**src/rtl/core/rlat_pkg.sv**
```systemverilog
// ----------------------------------------------------------------------------
// rlat_pkg: shared types and codes for the run-length attribute table
// Opcode constants and a memory edit command type.
// ----------------------------------------------------------------------------
package rlat_pkg;

	localparam logic [2:0] OP_SET   = 3'd0;
	localparam logic [2:0] OP_ERASE = 3'd1;
	localparam logic [2:0] OP_SHUP  = 3'd2;
	localparam logic [2:0] OP_SHDN  = 3'd3;
	localparam logic [2:0] OP_GET   = 3'd4;
	localparam logic [2:0] OP_RANGE = 3'd5;

	// memory edit command encoding (the sequencer drives the memory port directly)
	typedef enum logic [2:0] {
		MOV_NONE  = 3'd0,
		MOV_COPY  = 3'd1,  // entry[dst] <= entry[src]
		MOV_WRITE = 3'd2,  // entry[dst] <= {end,attr}
		MOV_ADD   = 3'd3,  // entry[dst].end += delta
		MOV_END   = 3'd4   // entry[dst].end <= end
	} mov_t;

endpackage

```
**src/rtl/core/run_length_attribute_table.sv**
```systemverilog
// ----------------------------------------------------------------------------
// run_length_attribute_table: sorted run table with edit and lookup requests
// Sequencer walks the run memory one entry per step using one shared
// compare/add unit.
// ----------------------------------------------------------------------------
// Usage:
//   The input channel (in_valid/in_stall) takes one request: opcode,
//   position, attr_id, range_length. The output channel (out_valid/out_stall)
//   returns one result per request.
//   A request walks the table one entry at a time through a single memory
//   read port: it visits runs in order to locate the run, reads both
//   neighbours, moves runs for an insert or remove and adjusts run ends
//   for a shift. An unused opcode goes straight to the result. The worst
//   case is an erase that joins its neighbours near the front of the
//   table. The cost is set by the single memory port and the shared
//   compare/add unit.
//   in_stall is high from acceptance until the result has been written into
//   the output register; the next request may be taken while that result
//   still waits for the receiver. A stalled result holds its value; a
//   second result waits in the sequencer until the register frees.
//   Reset clears the run count and the sequencer; the memory is not
//   cleared, since only entries below the run count are ever read.
// ----------------------------------------------------------------------------
module run_length_attribute_table #(
	parameter int MAX_RUNS  = 64,
	parameter int POS_BITS  = 16,
	parameter int ATTR_BITS = 8
) (
	input  logic                 clk,
	input  logic                 arst_n,
	input  logic                 in_valid,
	output logic                 in_stall,
	input  logic [2:0]           opcode,
	input  logic [POS_BITS-1:0]  position,
	input  logic [ATTR_BITS-1:0] attr_id,
	input  logic [15:0]          range_length,
	output logic                 out_valid,
	input  logic                 out_stall,
	output logic [ATTR_BITS-1:0] attr_out,
	output logic                 hit,
	output logic                 range_uniform,
	output logic                 table_full,
	output logic [$clog2(MAX_RUNS+1)-1:0] run_count_out
);
	import rlat_pkg::*;

	localparam int IB = $clog2(MAX_RUNS);
	localparam int CB = $clog2(MAX_RUNS+1);
	localparam int SB = ((POS_BITS > 16) ? POS_BITS : 16) + 1;

	typedef enum logic [15:0] {
		S_IDLE  = 16'h0001,
		S_LRD   = 16'h0002,  // read entry k
		S_LCMP  = 16'h0004,  // compare entry k
		S_PLAN  = 16'h0008,  // read neighbours and decide
		S_RDA   = 16'h0010,  // generic read issue
		S_RDB   = 16'h0020,  // generic read land
		S_SHR   = 16'h0040,  // shift entries right
		S_SHRW  = 16'h0080,
		S_SHL   = 16'h0100,  // shift entries left
		S_SHLW  = 16'h0200,
		S_ADD   = 16'h0400,  // add delta from start
		S_ADDW  = 16'h0800,
		S_DONE  = 16'h1000,
		S_SETD  = 16'h2000,  // set decision
		S_ERD   = 16'h4000,  // erase decision
		S_STEP  = 16'h8000   // execute next micro step of a set
	} state_t;

	state_t state_q;

	logic [2:0]           op_q;
	logic [POS_BITS-1:0]  pos_q;
	logic [ATTR_BITS-1:0] attr_q;
	logic [15:0]          len_q;
	logic [CB-1:0]        cnt_q;
	logic [CB-1:0]        k_q;      // located index
	logic [CB-1:0]        j_q;      // sweep index
	logic [CB-1:0]        stop_q;   // sweep end
	logic [POS_BITS-1:0]  delta_q;
	logic [POS_BITS-1:0]  ek_q, ekm_q;
	logic [ATTR_BITS-1:0] ak_q, akm_q, akp_q;
	logic                 hk_q, hkm_q, hkp_q; // valid neighbour captured
	logic [2:0]           plan_q;  // neighbour read phase
	logic [3:0]           step_q;  // set micro program
	logic [2:0]           act_q;   // selected set action
	logic                 full_r_q, hit_r_q, uni_r_q;
	logic [ATTR_BITS-1:0] ao_r_q;

	// memory port
	logic                 we;
	logic [IB-1:0]        waddr, raddr;
	logic [POS_BITS-1:0]  wend, rend;
	logic [ATTR_BITS-1:0] wattr, rattr;

	rlat_mem #(.MAX_RUNS(MAX_RUNS), .POS_BITS(POS_BITS), .ATTR_BITS(ATTR_BITS),
		.IDX_BITS(IB)) u_mem (
		.clk(clk), .we(we), .waddr(waddr), .wend(wend), .wattr(wattr),
		.raddr(raddr), .rend(rend), .rattr(rattr));

	// set actions
	localparam logic [2:0] A_NONE   = 3'd0;
	localparam logic [2:0] A_SPLIT  = 3'd1; // insert two at k
	localparam logic [2:0] A_RMK2   = 3'd2; // remove k, maybe k-1
	localparam logic [2:0] A_EXTRM  = 3'd3; // end[k-1]=p, remove k
	localparam logic [2:0] A_ATTR   = 3'd4; // attr[k]=a
	localparam logic [2:0] A_EXTP   = 3'd5; // end[k-1]=p
	localparam logic [2:0] A_INSK   = 3'd6; // insert (p,a) at k
	localparam logic [2:0] A_TAIL   = 3'd7; // end[k]=p-1, maybe insert at k+1

	// shared unit: one add and one compare
	logic [POS_BITS-1:0] sum_a, sum_b, sum_y;
	assign sum_y = sum_a + sum_b;

	logic accept_in;
	assign accept_in = in_valid && !in_stall;
	assign in_stall  = (state_q != S_IDLE);

	logic found;
	assign found = (k_q < cnt_q);

	logic [1:0] ins_n_q;  // entries being inserted
	logic       rm_again_q;

	// micro program for set writes after the shift
	function automatic logic [IB-1:0] ek_write_idx();
		logic [CB-1:0] i;
		i = k_q;
		case (step_q)
			4'd1: i = k_q;                // first inserted / k
			4'd2: i = CB'(k_q + 1'b1);    // second inserted
			4'd3: i = CB'(k_q - 1'b1);    // previous run
			default: i = k_q;
		endcase
		return i[IB-1:0];
	endfunction

	function automatic logic [POS_BITS+ATTR_BITS-1:0] step_data();
		logic [POS_BITS-1:0] e;
		logic [ATTR_BITS-1:0] a;
		e = pos_q; a = attr_q;
		case (act_q)
			A_SPLIT: if (step_q == 4'd1) begin
				e = pos_q - 1'b1; a = ak_q;
			end
			A_EXTRM, A_EXTP: begin
				e = pos_q; a = akm_q;
			end
			A_ATTR: begin
				e = ek_q; a = attr_q;
			end
			A_TAIL: if (step_q == 4'd1) begin
				e = pos_q - 1'b1; a = ak_q;
			end
			default: ;
		endcase
		return {e, a};
	endfunction

	always_comb begin
		we    = 1'b0;
		waddr = '0;
		wend  = rend;
		wattr = rattr;
		raddr = j_q[IB-1:0];
		sum_a = rend;
		sum_b = delta_q;
		case (state_q)
			S_LRD:  raddr = k_q[IB-1:0];
			// copy from as many entries below as are being inserted
			S_SHR:  raddr = IB'(j_q - CB'(ins_n_q));
			S_SHRW: begin
				we = 1'b1; waddr = j_q[IB-1:0];
			end
			S_SHL:  raddr = IB'(j_q + 1'b1);
			S_SHLW: begin
				we = 1'b1; waddr = j_q[IB-1:0];
			end
			S_ADD:  raddr = j_q[IB-1:0];
			S_ADDW: begin
				we = 1'b1; waddr = j_q[IB-1:0]; wend = sum_y;
			end
			S_STEP: begin
				we = 1'b1;
				waddr = ek_write_idx();
				{wend, wattr} = step_data();
			end
			default: ;
		endcase
	end

	// comparisons
	logic ge_p;
	assign ge_p = (rend >= pos_q);
	logic [SB-1:0] span_end;
	assign span_end = SB'(pos_q) + SB'(len_q);

	always_ff @(posedge clk or negedge arst_n) begin
		if (!arst_n) begin
			state_q    <= S_IDLE;
			cnt_q      <= '0;
			out_valid  <= 1'b0;
		end else begin
			if (out_valid && !out_stall && state_q != S_DONE) out_valid <= 1'b0;
			case (state_q)
				S_IDLE: if (accept_in) begin
					op_q <= opcode; pos_q <= position; attr_q <= attr_id;
					len_q <= range_length;
					k_q <= '0;
					full_r_q <= 1'b0; hit_r_q <= 1'b0; uni_r_q <= 1'b0;
					ao_r_q <= '0;
					if (opcode > OP_RANGE) state_q <= S_DONE;
					else state_q <= S_LRD;
				end
				S_LRD: begin
					if (k_q >= cnt_q) state_q <= S_PLAN;
					else state_q <= S_LCMP;
					plan_q <= 3'd0;
				end
				S_LCMP: begin
					if (ge_p) begin
						ek_q <= rend; ak_q <= rattr;
						state_q <= S_PLAN;
					end else begin
						k_q <= CB'(k_q + 1'b1);
						state_q <= S_LRD;
					end
				end
				S_PLAN: begin
					// read k-1 then k+1
					case (plan_q)
						3'd0: begin
							hkm_q <= 1'b0; hkp_q <= 1'b0;
							j_q <= CB'(k_q - 1'b1);
							plan_q <= (k_q != '0) ? 3'd1 : 3'd3;
						end
						3'd1: plan_q <= 3'd2;
						3'd2: begin
							ekm_q <= rend; akm_q <= rattr; hkm_q <= 1'b1;
							plan_q <= 3'd3;
						end
						3'd3: begin
							j_q <= CB'(k_q + 1'b1);
							plan_q <= (CB'(k_q + 1'b1) < cnt_q) ? 3'd4 : 3'd6;
						end
						3'd4: plan_q <= 3'd5;
						3'd5: begin
							akp_q <= rattr; hkp_q <= 1'b1; plan_q <= 3'd6;
						end
						default: begin
							case (op_q)
								OP_SET:   state_q <= S_SETD;
								OP_ERASE: state_q <= S_ERD;
								OP_SHUP: begin
									delta_q <= POS_BITS'(1); j_q <= k_q;
									state_q <= S_ADD;
								end
								OP_SHDN: begin
									delta_q <= '1; j_q <= k_q;
									state_q <= S_ADD;
								end
								OP_GET: begin
									if (found && ek_q == pos_q) begin
										hit_r_q <= 1'b1; ao_r_q <= ak_q;
									end
									state_q <= S_DONE;
								end
								default: begin
									uni_r_q <= !(found &&
										(span_end > SB'(ek_q) + SB'(1)));
									state_q <= S_DONE;
								end
							endcase
						end
					endcase
				end
				S_SETD: begin
					if (found && ak_q == attr_q) state_q <= S_DONE;
					else begin
						logic b, e2;
						b  = (pos_q == '0) || !found ||
							(hkm_q && ekm_q == pos_q - 1'b1);
						e2 = found && ek_q == pos_q;
						if (!b && !e2) begin
							if (CB'(cnt_q + 2'd2) > CB'(MAX_RUNS) ||
								32'(cnt_q) + 2 > MAX_RUNS) begin
								full_r_q <= 1'b1; state_q <= S_DONE;
							end else begin
								act_q <= A_SPLIT; ins_n_q <= 2'd2;
								j_q <= CB'(cnt_q + 1'b1); stop_q <= CB'(k_q + 2'd2);
								state_q <= S_SHR;
							end
						end else if (b && e2) begin
							if (hkp_q && akp_q == attr_q) begin
								act_q <= A_RMK2;
								rm_again_q <= hkm_q && akm_q == attr_q;
								j_q <= k_q; state_q <= S_SHL;
							end else if (hkm_q && akm_q == attr_q) begin
								act_q <= A_EXTRM; step_q <= 4'd3;
								rm_again_q <= 1'b0;
								state_q <= S_STEP;
							end else begin
								act_q <= A_ATTR; step_q <= 4'd1; state_q <= S_STEP;
							end
						end else if (b) begin
							if (hkm_q && akm_q == attr_q) begin
								act_q <= A_EXTP; step_q <= 4'd3; state_q <= S_STEP;
							end else if (32'(cnt_q) + 1 > MAX_RUNS) begin
								full_r_q <= 1'b1; state_q <= S_DONE;
							end else begin
								act_q <= A_INSK; ins_n_q <= 2'd1;
								j_q <= cnt_q; stop_q <= CB'(k_q + 1'b1);
								state_q <= S_SHR;
							end
						end else begin
							if (!(hkp_q && akp_q == attr_q) &&
								32'(cnt_q) + 1 > MAX_RUNS) begin
								full_r_q <= 1'b1; state_q <= S_DONE;
							end else begin
								act_q <= A_TAIL;
								ins_n_q <= (hkp_q && akp_q == attr_q) ? 2'd0 : 2'd1;
								j_q <= cnt_q; stop_q <= CB'(k_q + 2'd2);
								state_q <= (hkp_q && akp_q == attr_q) ? S_STEP : S_SHR;
								step_q <= 4'd1;
							end
						end
					end
				end
				S_SHR: begin
					if (j_q < stop_q || j_q == '0) begin
						step_q <= 4'd1;
						state_q <= S_STEP;
					end else state_q <= S_SHRW;
				end
				S_SHRW: begin
					j_q <= CB'(j_q - 1'b1);
					state_q <= S_SHR;
				end
				S_STEP: begin
					case (act_q)
						A_SPLIT: if (step_q == 4'd1) step_q <= 4'd2;
							else begin
								cnt_q <= CB'(cnt_q + 2'd2); state_q <= S_DONE;
							end
						A_INSK: begin
							cnt_q <= CB'(cnt_q + 1'b1); state_q <= S_DONE;
						end
						A_TAIL: if (step_q == 4'd1 && ins_n_q != 2'd0) step_q <= 4'd2;
							else begin
								cnt_q <= CB'(cnt_q + ins_n_q); state_q <= S_DONE;
							end
						A_EXTRM: begin
							j_q <= k_q; state_q <= S_SHL;
						end
						default: state_q <= S_DONE;
					endcase
				end
				S_SHL: begin
					if (CB'(j_q + 1'b1) >= cnt_q) begin
						cnt_q <= CB'(cnt_q - 1'b1);
						if (rm_again_q) begin
							rm_again_q <= 1'b0;
							k_q <= CB'(k_q - 1'b1); j_q <= CB'(k_q - 1'b1);
						end else if (op_q == OP_ERASE) begin
							state_q <= S_ERD; plan_q <= 3'd7;
						end else state_q <= S_DONE;
					end else state_q <= S_SHLW;
				end
				S_SHLW: begin
					j_q <= CB'(j_q + 1'b1);
					state_q <= S_SHL;
				end
				S_ERD: begin
					delta_q <= '1;
					if (plan_q != 3'd7) begin
						if (found && ek_q == pos_q &&
							(pos_q == '0 || (hkm_q && ekm_q == pos_q - 1'b1))) begin
							// remove k; merge k-1 with old k+1 if equal
							rm_again_q <= hkm_q && hkp_q && akm_q == akp_q;
							j_q <= k_q; state_q <= S_SHL;
						end else begin
							j_q <= k_q; state_q <= S_ADD;
						end
					end else begin
						// after removal: last run removed means no shift
						if (k_q >= cnt_q) state_q <= S_DONE;
						else begin
							j_q <= k_q; state_q <= S_ADD;
						end
					end
				end
				S_ADD: begin
					if (j_q >= cnt_q) state_q <= S_DONE;
					else state_q <= S_RDA;
				end
				S_RDA: state_q <= S_ADDW;
				S_ADDW: begin
					j_q <= CB'(j_q + 1'b1);
					state_q <= S_ADD;
				end
				S_DONE: if (!out_valid || !out_stall) begin
					out_valid <= 1'b1;
					attr_out <= ao_r_q; hit <= hit_r_q;
					range_uniform <= uni_r_q; table_full <= full_r_q;
					run_count_out <= cnt_q;
					state_q <= S_IDLE;
				end
				default: state_q <= S_IDLE;
			endcase
		end
	end
endmodule

```
**src/rtl/core/rlat_mem.sv**
```systemverilog
// ----------------------------------------------------------------------------
// rlat_mem: run table storage
// One write port, one registered read port for run ends and attributes.
// ----------------------------------------------------------------------------
module rlat_mem #(
	parameter int MAX_RUNS  = 64,
	parameter int POS_BITS  = 16,
	parameter int ATTR_BITS = 8,
	parameter int IDX_BITS  = 6
) (
	input  logic                 clk,
	input  logic                 we,
	input  logic [IDX_BITS-1:0]  waddr,
	input  logic [POS_BITS-1:0]  wend,
	input  logic [ATTR_BITS-1:0] wattr,
	input  logic [IDX_BITS-1:0]  raddr,
	output logic [POS_BITS-1:0]  rend,
	output logic [ATTR_BITS-1:0] rattr
);
	logic [POS_BITS-1:0]  end_mem  [MAX_RUNS];
	logic [ATTR_BITS-1:0] attr_mem [MAX_RUNS];

	always_ff @(posedge clk) begin
		if (we) begin
			end_mem[waddr]  <= wend;
			attr_mem[waddr] <= wattr;
		end
		rend  <= end_mem[raddr];
		rattr <= attr_mem[raddr];
	end
endmodule
```
**config.mk**
```make
export PLATFORM = sky130hd
export DESIGN_NAME = run_length_attribute_table
export DESIGN_NICKNAME = d
export VERILOG_FILES = /design/src/rtl/core/rlat_pkg.sv /design/src/rtl/core/run_length_attribute_table.sv /design/src/rtl/core/rlat_mem.sv
export SDC_FILE = /design/constraint.sdc
export NUM_CORES = 2
export LEC_CHECK = 0
export ABC_AREA = 1
export CAP_MARGIN = 5
export CORE_MARGIN = 2
export CORE_UTILIZATION = 45
export DETAILED_ROUTE_END_ITERATION = 10
export DONT_BUFFER_PORTS = 1
export GPL_TIMING_DRIVEN = 0
export HOLD_SLACK_MARGIN = 0.15
export SLEW_MARGIN = 20
export SYNTH_ARGS = -nofsm -noshare
export SYNTH_HDL_FRONTEND = slang
export SYNTH_SLANG_ARGS = --single-unit
```
**constraint.sdc**
```tcl
create_clock -name clk -period 7.04 [get_ports clk]
set_clock_uncertainty 0.1 [all_clocks]
set_input_delay 0.704 -clock clk [delete_from_list [all_inputs] [get_ports clk]]
set_output_delay 0.704 -clock clk [all_outputs]
set_load 0.05 [all_outputs]
```
==> results by group <==
Timing
  – Worst Max-Slew Pin Slew: 1.19 ns
  – Crit share post-route: 78.9%
  – F_max: 180 MHz
  – Relative max-transition margin: 20.2%
  – Final hold violations: 0
  – Max-slew violations: 0
  – Unrepaired setup endpoints after global routing: no
  – Final setup fails: 0
  – Setup WS post-layout: 1.48 ns
  – Min cycle time layout: 5.56 ns
  – Hold WS: 0.305 ns

Min path
  – Worst hold path class: reg -> reg
  – Hold Path Cell Cnt: 0

Floorplan
  – Initial Util: 45.4%
  – Die height: 421 um
  – Site row count: 152
  – Core outline area: 0.172 mm2
  – Die X: 421 um
  – IO Count: 67
  – Die ar.: 0.177 mm2

Critical path
  – Worst Path Arrival: 6.12 ns
  – Reg2Reg Setup Slack: 1.48 ns
  – CP Max Fanout: 10
  – CP Launch Point: j_q[0]$_DFFE_PP_
  – Critical path class: reg -> reg
  – WP data required: 7.60 ns
  – CP endpoint: u_mem.rattr[4]$_DFF_P_
  – Startpoint types: flop
  – Setup crit end kind: flop
  – CP peak stage delay: 0.85 ns
  – Cell repeated most along the worst path: nand3_1
  – WP depth: 16
  – CP delay by family, top: buffers and inverters
  – Worst r2r src: j_q[0]$_DFFE_PP_
  – Slowest library cell on the worst path: clkbuf_1
  – R2R cell count: 16
  – Worst path bufs/invs: 6
  – R2R Path End: u_mem.rattr[4]$_DFF_P_
  – CP cell instances: inv_1 > ha_1 > inv_1 > fa_1 > inv_1 > nand2_1 > nand3_1 > a31oi_1 > inv_1 > clkbuf_1 > clkbuf_1 > nand3_1 > nand3_1 > nand3_1 > nand3_1 > nand2_1

Yosys
  – Syn nets: 7,279
  – Synth top area cells: edfxtp_1 (65%), nand2_1 (9.4%), nand3_1 (5.5%)
  – Yosys top cell area share: 65.3%
  – Post-synthesis cell area: 0.0781 mm2
  – FFs w/ async S/R, synth: 1.32%
  – Synth Warn #: 0
  – Area leader, netlist: edfxtp_1
  – Mean Syn Cell Area: 11.0 um2
  – Synth unique cells: 65
  – Cells after Synth: 7,111
  – Synth Flop Type: edfxtp_1
  – Post-synthesis register bit count: 1,746
  – Number of enable flip-flop cells after synthesis: 1,699
  – Sequential area share after synthesis: 66.7%

Cells and area
  – Layout cells sized above 1: 9.51%
  – Final nets: 7,618
  – Most common cell after layout, fill and taps aside: nand2_1
  – Final instance area: 0.0901 mm2
  – Area Overhead vs Synth: 15.3%
  – Commonest cells after routing, fill and taps aside: nand2_1 (1,946), edfxtp_1 (1,699), nand3_1 (855)

Clock tree
  – CTS clk-pin slew, worst paths: 0.06 ns
  – Clock Sinks: 1,746
  – Root buffer cell: clkbuf_16
  – TritonCTS buffer count: 182
  – CTS tree: built
  – Post-CTS setup buffer count: 0
  – Clk buf depth: 3
  – H-tree level count: 4
  – Clk_lat worst skew: 0.84 ns

Place
  – GP Congestion: 1.01
  – Area after DPL: 0.0837 mm2
  – DP HPWL: 178 mm
  – Post-place setup slack: 1.61 ns
  – Port Buffers: 0

GRT
  – GRT overflow: 0
  – First-pass GRT wire length: 354 mm
  – Largest net degree at the start of global routing: 53
  – Vias in the first global route: 53,031
  – Global Route Usage Sum: 27.6%
  – Initial antenna violation count: 10

Detailed routing
  – Wirelength, routed: 246 mm
  – First-pass iteration count of the detailed router: 9
  – Via count: 55,681
  – Wire length per cell: 24.8 um
  – Post-route DRC: 0
  – Vias per cell: 5.62
  – Antenna Nets Post-Route: 0
  – Starting DRT DRC Count: 6,426

Job
  – Max-capacitance violation count: 0

Power
  – Leakage: 34.1 nW
  – Pwr dens: 334 mW/mm2
  – Maximum VDD drop: 0.252 mV

Status
  – Status: completed
-- registers in the layout, summed over array words and instances, names as in the netlist, 15 cells and up --
name,flops
u_mem.end_mem,1024
u_mem.rend,16
len_q,16
pos_q,16
ek_q,16
u_mem.attr_mem,512
ekm_q,16
state_q,15
-- per-layer routing --
layer | part of all wire [%] | track usage, % | vias to the layer above
li1 | - | - | 25586
met1 | 41 | 37.2 | 27092
met2 | 46 | 43.6 | 2504
met3 | 8.7 | 5.44 | 497
met4 | 4.6 | 11.7 | 2
met5 | 0.0053 | 0 | -
-- cell usage after synthesis (7+ instances only) --
master,number
nand2_1,1955
edfxtp_1,1699
nand3_1,860
inv_1,705
o211ai_1,518
nor2_1,259
buf_2,154
clkbuf_1,152
ha_1,117
a21oi_1,110
o21ai_0,110
xor2_1,68
or2_2,56
nor3_1,48
buf_1,32
dfxtp_1,24
nand4_1,24
dfrtp_1,22
o22ai_1,21
buf_4,18
xnor2_1,17
a31oi_1,15
o221ai_1,13
nand3b_1,10
a221oi_1,9
nor4_1,9
inv_2,8
clkinv_1,7
o2111ai_1,7
-- power by group --
part / internal [mW] / switching, mW
logic: 2.03 / 5.31
registers: 12.8 / 0.210
clock network: 5.45 / 4.20
-- logic make-up (layout without fill, tap and decap cells) --
logic type      after synthesis  count (layout)  synth area share (%)
simple gates               3236            3236                  17.4
flops                      1746            1746                  66.7
buf+inv                    1077            1566                  5.52
compound gates              845             845                  7.44
fa+ha+maj                   121             121                  1.98
xor+xnor                     86              86                 0.982
other cells                   0               2                     0
-- metrics by stage --
step	utilization [%]	TNS (ns)	instances	total power, mW
4_1_cts	52.3	0	9909	30.0
2_1_floorplan	-	0	7111	16.6
3_5_place_dp	48.6	0	9529	20.4
6_report	52.3	0	9912	30.0
5_1_grt	52.3	0	9910	30.9
3_3_place_gp	47.1	-3085.22	9421	19.8
-- how the worst min path moves through the flow --
stage / start / to / slack [ns]
global route: full_r_q$_DFFE_PP_ / table_full$_DFFE_PP_ / 0.31
floorplan: ao_r_q[0]$_SDFFCE_PN0P_ / attr_out[0]$_DFFE_PP_ / 0.30
global placement: arst_n / cnt_q[3]$_DFFE_PN0P_ / 0.31
finish: full_r_q$_DFFE_PP_ / table_full$_DFFE_PP_ / 0.31
CTS: hit_r_q$_DFFE_PP_ / hit$_DFFE_PP_ / 0.31
detailed placement: ao_r_q[2]$_SDFFCE_PN0P_ / attr_out[2]$_DFFE_PP_ / 0.30
-- cell type report --
class                   instances  area (um2)
well taps                    2310        2890
inverters                     720        2700
flip-flops and latches       1746       52100
plain buffers                 357        1610
multi-input cells            4288       22500
repair buffers                155        2290
clock inverters               116        1170
clock buffers                 218        4760
fillers                     14838       82100
diodes                          2        5.00
-- what timing repair did --
| item | CTS | global route |
|---|---|---|
| hold buffers | 46 | 1 |
| endpoints found under the hold margin | 83 | 23 |
| resized for setup | 0 | 0 |
Power figures use the tool's default switching activity.
